==> src/skf_pkg.sv <==
// ----------------------------------------------------------------------------
// skf_pkg: shared types and constants of the scalar Kalman filter bank
// Holds the sequencer states, the divider request and response, the
// fixed-point constants and the filter index reduction.
// ----------------------------------------------------------------------------
package skf_pkg;

  localparam int INDEX_BITS = 8;
  localparam int ROW_BITS   = 12;
  localparam int NOISE_BITS = 16;
  localparam int COV_BITS   = 32;
  localparam int CFG_IDX_W  = 8;

  localparam int DIV_W     = 33;
  localparam int Q_W       = 17;
  localparam int DIV_STEPS = 17;
  localparam int DIV_CNT_W = $clog2(DIV_STEPS + 1);

  localparam int MUL_A_W = 17;
  localparam int MUL_B_W = 32;
  localparam int PROD_W  = MUL_A_W + MUL_B_W;

  localparam logic [CFG_IDX_W-1:0] CFG_PROCESS_NOISE     = 8'd0;
  localparam logic [CFG_IDX_W-1:0] CFG_MEASUREMENT_NOISE = 8'd1;

  localparam logic [NOISE_BITS-1:0] PROCESS_NOISE_RESET     = 16'd512;
  localparam logic [NOISE_BITS-1:0] MEASUREMENT_NOISE_RESET = 16'd768;

  localparam logic ACT_UPDATE = 1'b0;
  localparam logic ACT_CLEAR  = 1'b1;

  localparam logic [COV_BITS-1:0] P_INIT      = 32'd65536;
  localparam logic [MUL_B_W-1:0]  PNOISE_BIAS = 32'd1311;
  localparam logic [MUL_B_W-1:0]  RNOISE_ONE  = 32'd65536;
  localparam logic [Q_W-1:0]      K_ONE       = 17'd65536;

  typedef enum logic [3:0] {
    ST_CLEAR,
    ST_IDLE,
    ST_CHECK,
    ST_FAR_DIV,
    ST_FAR2,
    ST_FAR3,
    ST_QF,
    ST_RF,
    ST_DEN,
    ST_K_START,
    ST_K_DIV,
    ST_X_MUL,
    ST_P_MUL,
    ST_WRITE,
    ST_EMIT
  } state_t;

  typedef struct packed {
    logic             start;
    logic [DIV_W-1:0] num_hi;
    logic             num_lo;
    logic [DIV_W-1:0] divisor;
  } div_req_t;

  typedef struct packed {
    logic           done;
    logic [Q_W-1:0] quotient;
  } div_rsp_t;

  // Remainder of an 8-bit index by the bank size, one bit per step.
  function automatic logic [INDEX_BITS-1:0] idx_mod(input logic [INDEX_BITS-1:0] value,
                                                    input logic [10:0] modulus);
    logic [10:0] rem;
    rem = '0;
    for (int i = INDEX_BITS - 1; i >= 0; i--) begin
      rem = {rem[9:0], value[i]};
      if (rem >= modulus) begin
        rem = rem - modulus;
      end
    end
    return rem[INDEX_BITS-1:0];
  endfunction

endpackage

==> src/skf_div.sv <==
// ----------------------------------------------------------------------------
// skf_div: iterative restoring divider
// Produces a 17-bit quotient, one bit per cycle, for a dividend whose upper
// part is already below the divisor.
// ----------------------------------------------------------------------------
module skf_div (
  input  logic              clk,
  input  logic              rst,
  input  skf_pkg::div_req_t req,
  output skf_pkg::div_rsp_t rsp
);
  import skf_pkg::*;

  logic [DIV_W-1:0]     rem;
  logic [DIV_W-1:0]     divisor;
  logic                 next_bit;
  logic [Q_W-1:0]       quotient;
  logic [DIV_CNT_W-1:0] cnt;
  logic                 done;
  logic [DIV_W:0]       trial;
  logic                 ge;

  assign trial = {rem, next_bit};
  assign ge    = trial >= {1'b0, divisor};

  always_ff @(posedge clk) begin
    if (rst) begin
      cnt  <= '0;
      done <= 1'b0;
    end else begin
      done <= (cnt == DIV_CNT_W'(1));
      if (req.start) begin
        cnt <= DIV_CNT_W'(DIV_STEPS);
      end else if (cnt != '0) begin
        cnt <= cnt - 1'b1;
      end
    end
  end

  always_ff @(posedge clk) begin
    if (req.start) begin
      rem      <= req.num_hi;
      next_bit <= req.num_lo;
      divisor  <= req.divisor;
      quotient <= '0;
    end else if (cnt != '0) begin
      rem      <= ge ? DIV_W'(trial - {1'b0, divisor}) : trial[DIV_W-1:0];
      next_bit <= 1'b0;
      quotient <= {quotient[Q_W-2:0], ge};
    end
  end

  assign rsp.done     = done;
  assign rsp.quotient = quotient;

endmodule

==> config.mk <==
export PLATFORM = sky130hd
export DESIGN_NAME = skf_div
export DESIGN_NICKNAME = d
export VERILOG_FILES = /design/src/skf_pkg.sv /design/src/skf_div.sv
export SDC_FILE = /design/constraint.sdc
export NUM_CORES = 1
export LEC_CHECK = 0
export BUFFER_PORTS_ARGS = -buffer_cell sky130_fd_sc_hd__buf_2
export CAP_MARGIN = 25
export CORE_MARGIN = 5
export CORE_UTILIZATION = 25
export CTS_CLUSTER_DIAMETER = 120
export DETAILED_ROUTE_END_ITERATION = 6
export GPL_TIMING_DRIVEN = 0
export PLACE_DENSITY_LB_ADDON = 0.15
export SLEW_MARGIN = 10
export SYNTH_ARGS = -nofsm -noshare
export SYNTH_HDL_FRONTEND = slang
export SYNTH_SLANG_ARGS = --single-unit
==> constraint.sdc <==
create_clock -name clk -period 3.2 [get_ports clk]
set_input_delay 0.32 -clock clk [delete_from_list [all_inputs] [get_ports clk]]
set_output_delay 0.32 -clock clk [all_outputs]
set_load 0.03 [all_outputs]
Word level (Yosys, flattened, before mapping)
Cells that the tools add are included.
- register bits: 90
- input port bits: 70
- output and inout bits: 18
- logic and storage cells: 21
- add/subtract/negate cells: 2
- magnitude comparators: 1
- equality and inequality tests: 1
- multiplexer cells: 7
- reduce and logical (&&, ||, !) cells: 3
- operators by type and width (operator ; number):
    $mux W33 ; 3
    $ge A34 B33 Y1 ; 1
    $sub A33 B33 Y33 ; 1
    $mux W5 ; 2
    $eq A5 B1 Y1 const B ; 1
    $reduce_bool A5 Y1 ; 1
    $sub A5 B1 Y5 const B ; 1
    $mux W1 ; 2
    $reduce_bool A2 Y1 ; 1
    $reduce_or A2 Y1 ; 1

Logic depth before layout (Yosys ltp)
- word-level depth: 4
- depth in mapped cells: 15
- depth with buffers taken out: 13

Worst setup path after synthesis
OpenSTA, ideal clock, no wires.
- path type: reg2reg
- start: register next_bit
- end: register rem[4] (data pin)
- setup time: 260 ps
- arrival time: 2726 ps
- data required time: 2940 ps
- slack: 214 ps
- stages on the path, launching flop included: 14
- buffers on the path: 1
- period minus slack after synthesis: 2986 ps
- cells stage by stage: edfxtp_1 -> inv_1 -> ha_1 -> inv_1 -> fa_1 -> a21oi_1 -> o21ai_1 -> o211ai_2 -> nand2_2 -> a211oi_4 -> o211ai_2 -> buf_6 -> mux2_4 -> mux2_2
- word-level cells in the longest chain between the ends: 4
- elaborated cells on any way between the ends: 5
- those cells by class: 1 x add/sub; 1 x order compare; 3 x mux
- RTL lines (what ; RTL line ; RTL):
    start, declared ; skf_div.sv:16 ; logic next_bit;
    start signal, assigned ; skf_div.sv:43 ; next_bit <= req.num_lo;
    $sub A33 B33 Y33 / $ge A34 B33 Y1 (equally long branches) ; skf_div.sv:47, skf_div.sv:24 ;
    $mux W33 (*) ; skf_div.sv:47 ; rem <= ge ? DIV_W'(trial - {1'b0, divisor}) : trial[DIV_W-1:0];
    $mux W33 (*) ; skf_div.sv:46 ; end else if (cnt != '0) begin
    $mux W33 (*) ; skf_div.sv:41 ; if (req.start) begin
    end signal, assigned ; skf_div.sv:42 ; rem <= req.num_hi;
    end signal, assigned ; skf_div.sv:47 ;
    end, declared ; skf_div.sv:14 ; logic [DIV_W-1:0] rem;
Mark *: on every way between the ends. The rest lies on a longest branch, timed or not. The select of a mux whose other input is x is not followed.
A chain may end at the register's enable or synchronous reset.

Worst setup path after layout
- start: register next_bit
- end: register rem[32] (data pin)
Same word-level chain as after synthesis.

==> results.json <==
{
  "leakagePower_uw": 0.00294,
  "drive_gt1_frac": 0.257,
  "hpwl_um": 11900,
  "io_buffer_count": 87,
  "clock.fmax_ghz": 0.317,
  "place.gp.congestion": 0.846,
  "fill_cells": 2358,
  "cts_sinks": 90,
  "syn_nets": 697,
  "path_cells": "inv_1, ha_2, inv_2, fa_2, a21oi_4, o21ai_4, o211ai_4, buf_4, a31oi_4, a211oi_4, o31ai_2, xor2_1, mux2_2, mux2_2",
  "worst_slew_pin_slew_ps": 891,
  "crit_buf_inv": 3,
  "grt_max_degree": 35,
  "wire_per_inst_um": 16.2,
  "fin_crit_sh": 0.985,
  "seq_area_um2": 2470,
  "drt_pass1_iterations": 5,
  "multi_input_area_um2": 3000,
  "clk_latency_ps": 360,
  "drt_iter0_drc": 294,
  "slowest_stage": "edfxtp_1",
  "drv_cap": 0,
  "grt_first_pass_wirelength_um": 25600,
  "min_period_ps": 3150,
  "vdd_drop_max_mv": 0.318,
  "viasPerCell": 4.64,
  "crit_path_end_kind": "flop",
  "grt_usage": 0.125,
  "vias": 4582,
  "power.density_nw_per_um2": 966,
  "path_common_cell": "mux2_2",
  "ys_warn_count": 0,
  "hold_class": "input port to flop",
  "critPathArrivalTime_ps": 3270,
  "skew_ps": 10.3,
  "core-area_um2": 22400,
  "crit_family": "compound AO/OA/AOI/OAI gates",
  "drc": 0,
  "critPathKind": "flop to flop",
  "rsz0062_at_grt": "yes",
  "synth_ff_type": "edfxtp_1",
  "cp.required_ps": 3310,
  "synth.area.top_cells": "edfxtp_1 (36%), dfxtp_1 (8.2%), ha_1 (8.0%)",
  "hold_buffers": 0,
  "antenna_cells": 0,
  "wl_um": 16000,
  "synth_cells": 590,
  "start_util": 0.252,
  "cts_root_buffer": "clkbuf_16",
  "synth_edf_count": 67,
  "hold_viol": 0,
  "yosysSeqAreaShare": 0.438,
  "layoutNonFillerInstCount": 988,
  "dieArea_um2": 25700,
  "status": "complete, no violations",
  "clk_path_buf_depth": 2,
  "grt_pass1_vias": 4915,
  "timing.hold.ws_ps": 130,
  "htree_num_levels": 3,
  "area_growth_pct": 24.1,
  "dp_cells": 963,
  "yosysUniqueCellTypes": 61,
  "cp_max_fo": 3,
  "antenna_left": 0,
  "critical_path.max_stage_delay_ps": 400,
  "yosys.area.top_type": "edfxtp_1",
  "grt-ovfl-total": 0,
  "antenna_found_initial": 1,
  "netlist_top_cells_count": "edfxtp_1 (67), nand2_1 (67), a21oi_1 (64)",
  "num_rows": 55,
  "netlist_area_um2": 5650,
  "io_pins": 88,
  "cts_tree": "built",
  "synth-seq-cells": 90,
  "fin_nets": 805,
  "drv_slew": 0,
  "syn_avg_cell_area_um2": 9.57,
  "path_clk_slew_ps": 80,
  "die_x_um": 160,
  "worst_setup_path_start_kind": "flop",
  "cts_buffers": 9,
  "synth_top_area_frac": 0.356,
  "slew_headroom": 0.406,
  "async_reset_ff_frac": 0,
  "setup_viol": 0,
  "die_height_um": 160
}
==> power breakdown <==
group	internal, uW	switching (uW)	total (uW)
logic	1720	2160	3880
clock network	557	542	1100
registers	1630	156	1790
==> area by class of cell <==
type / instances / share of cell area
clock buffer: 9 / 0.0322
multi-input combinational: 427 / 0.428
clock inverter: 7 / 0.0116
tap: 285 / 0.0509
inverter: 46 / 0.0247
buffer: 26 / 0.0204
timing repair buffer: 98 / 0.0793
sequential: 90 / 0.353
==> flip-flops by register name (all words and copies together) (netlist names) <==
name	cells
cnt	5
divisor	33
done	1
next_bit	1
quotient	17
rem	33
==> placed cells by master (no fill, tap or decap), types with 5 or more instances in the layout <==
master,synthesis,final
buf_2,6,90
nand2_1,67,67
edfxtp_1,67,67
a21oi_1,64,59
nor2_1,49,47
inv_1,46,45
ha_1,36,32
o21ai_0,25,24
mux2_2,23,23
dfxtp_1,23,23
xnor2_1,20,20
clkbuf_1,16,15
a21o_1,15,15
nand3_1,12,12
buf_4,2,12
xor2_1,12,12
nor3_1,12,11
o21a_1,10,10
clkbuf_16,0,10
nor2b_1,6,6
mux2i_1,6,6
nand4_1,5,5
a21oi_2,1,5
==> repair_timing <==
action	CTS	global route
setup buffers	3	6
endpoints found under the setup margin	33	32
resized for setup	8	27
cloned	0	1
pin swaps	5	7
==> layer usage <==
layer  vias up  part of all wire  track usage  wire length [um]
met3        17             0.053       0.0346               854
li1       2300                 -            -                 -
met2       112              0.47        0.210              7520
met4         2             0.014       0.0336               230
met5         -           0.00081            0                13
met1      2151              0.46        0.159              7380
==> logic make-up (layout without fill, tap and decap cells) <==
family                   count (synthesis)  after routing  synth area share
AO/OA/AOI/OAI                          152            152             0.170
XOR/XNOR                                32             32            0.0496
adder cells (fa/ha/maj)                 37             37            0.0833
buffers and inverters                   73            186            0.0539
flip-flops                              90             90             0.438
multiplexers                            31             31            0.0618
AND/OR/NAND/NOR                        175            175             0.144
==> metrics by stage <==
step	total power (uW)	util	setup WS [ps]	area [um2]	TNS, ps
after floorplan	4490	-	214	5650	0
after global placement	5300	0.287	-696	6440	-27670
after detailed placement	5340	0.288	-295	6470	-3740
after CTS	6610	0.305	46.7	6840	0
after global routing	7350	0.312	-45.5	7000	-182
final	6770	0.312	47.0	7000	0
==> path summary, 6_finish.rpt <==
path,startpoint,to,slack (ps),cells after the start
max,next_bit$_SDFFCE_PN0P_,rem[32]$_DFFE_PP_,50,14
min,req[30],divisor[30]$_DFFE_PP_,130,1
max reg2reg,next_bit$_SDFFCE_PN0P_,rem[32]$_DFFE_PP_,50,14
min reg2reg,quotient[16]$_SDFFE_PP0P_,quotient[16]$_SDFFE_PP0P_,460,2
(Power assumes the default switching activity.)
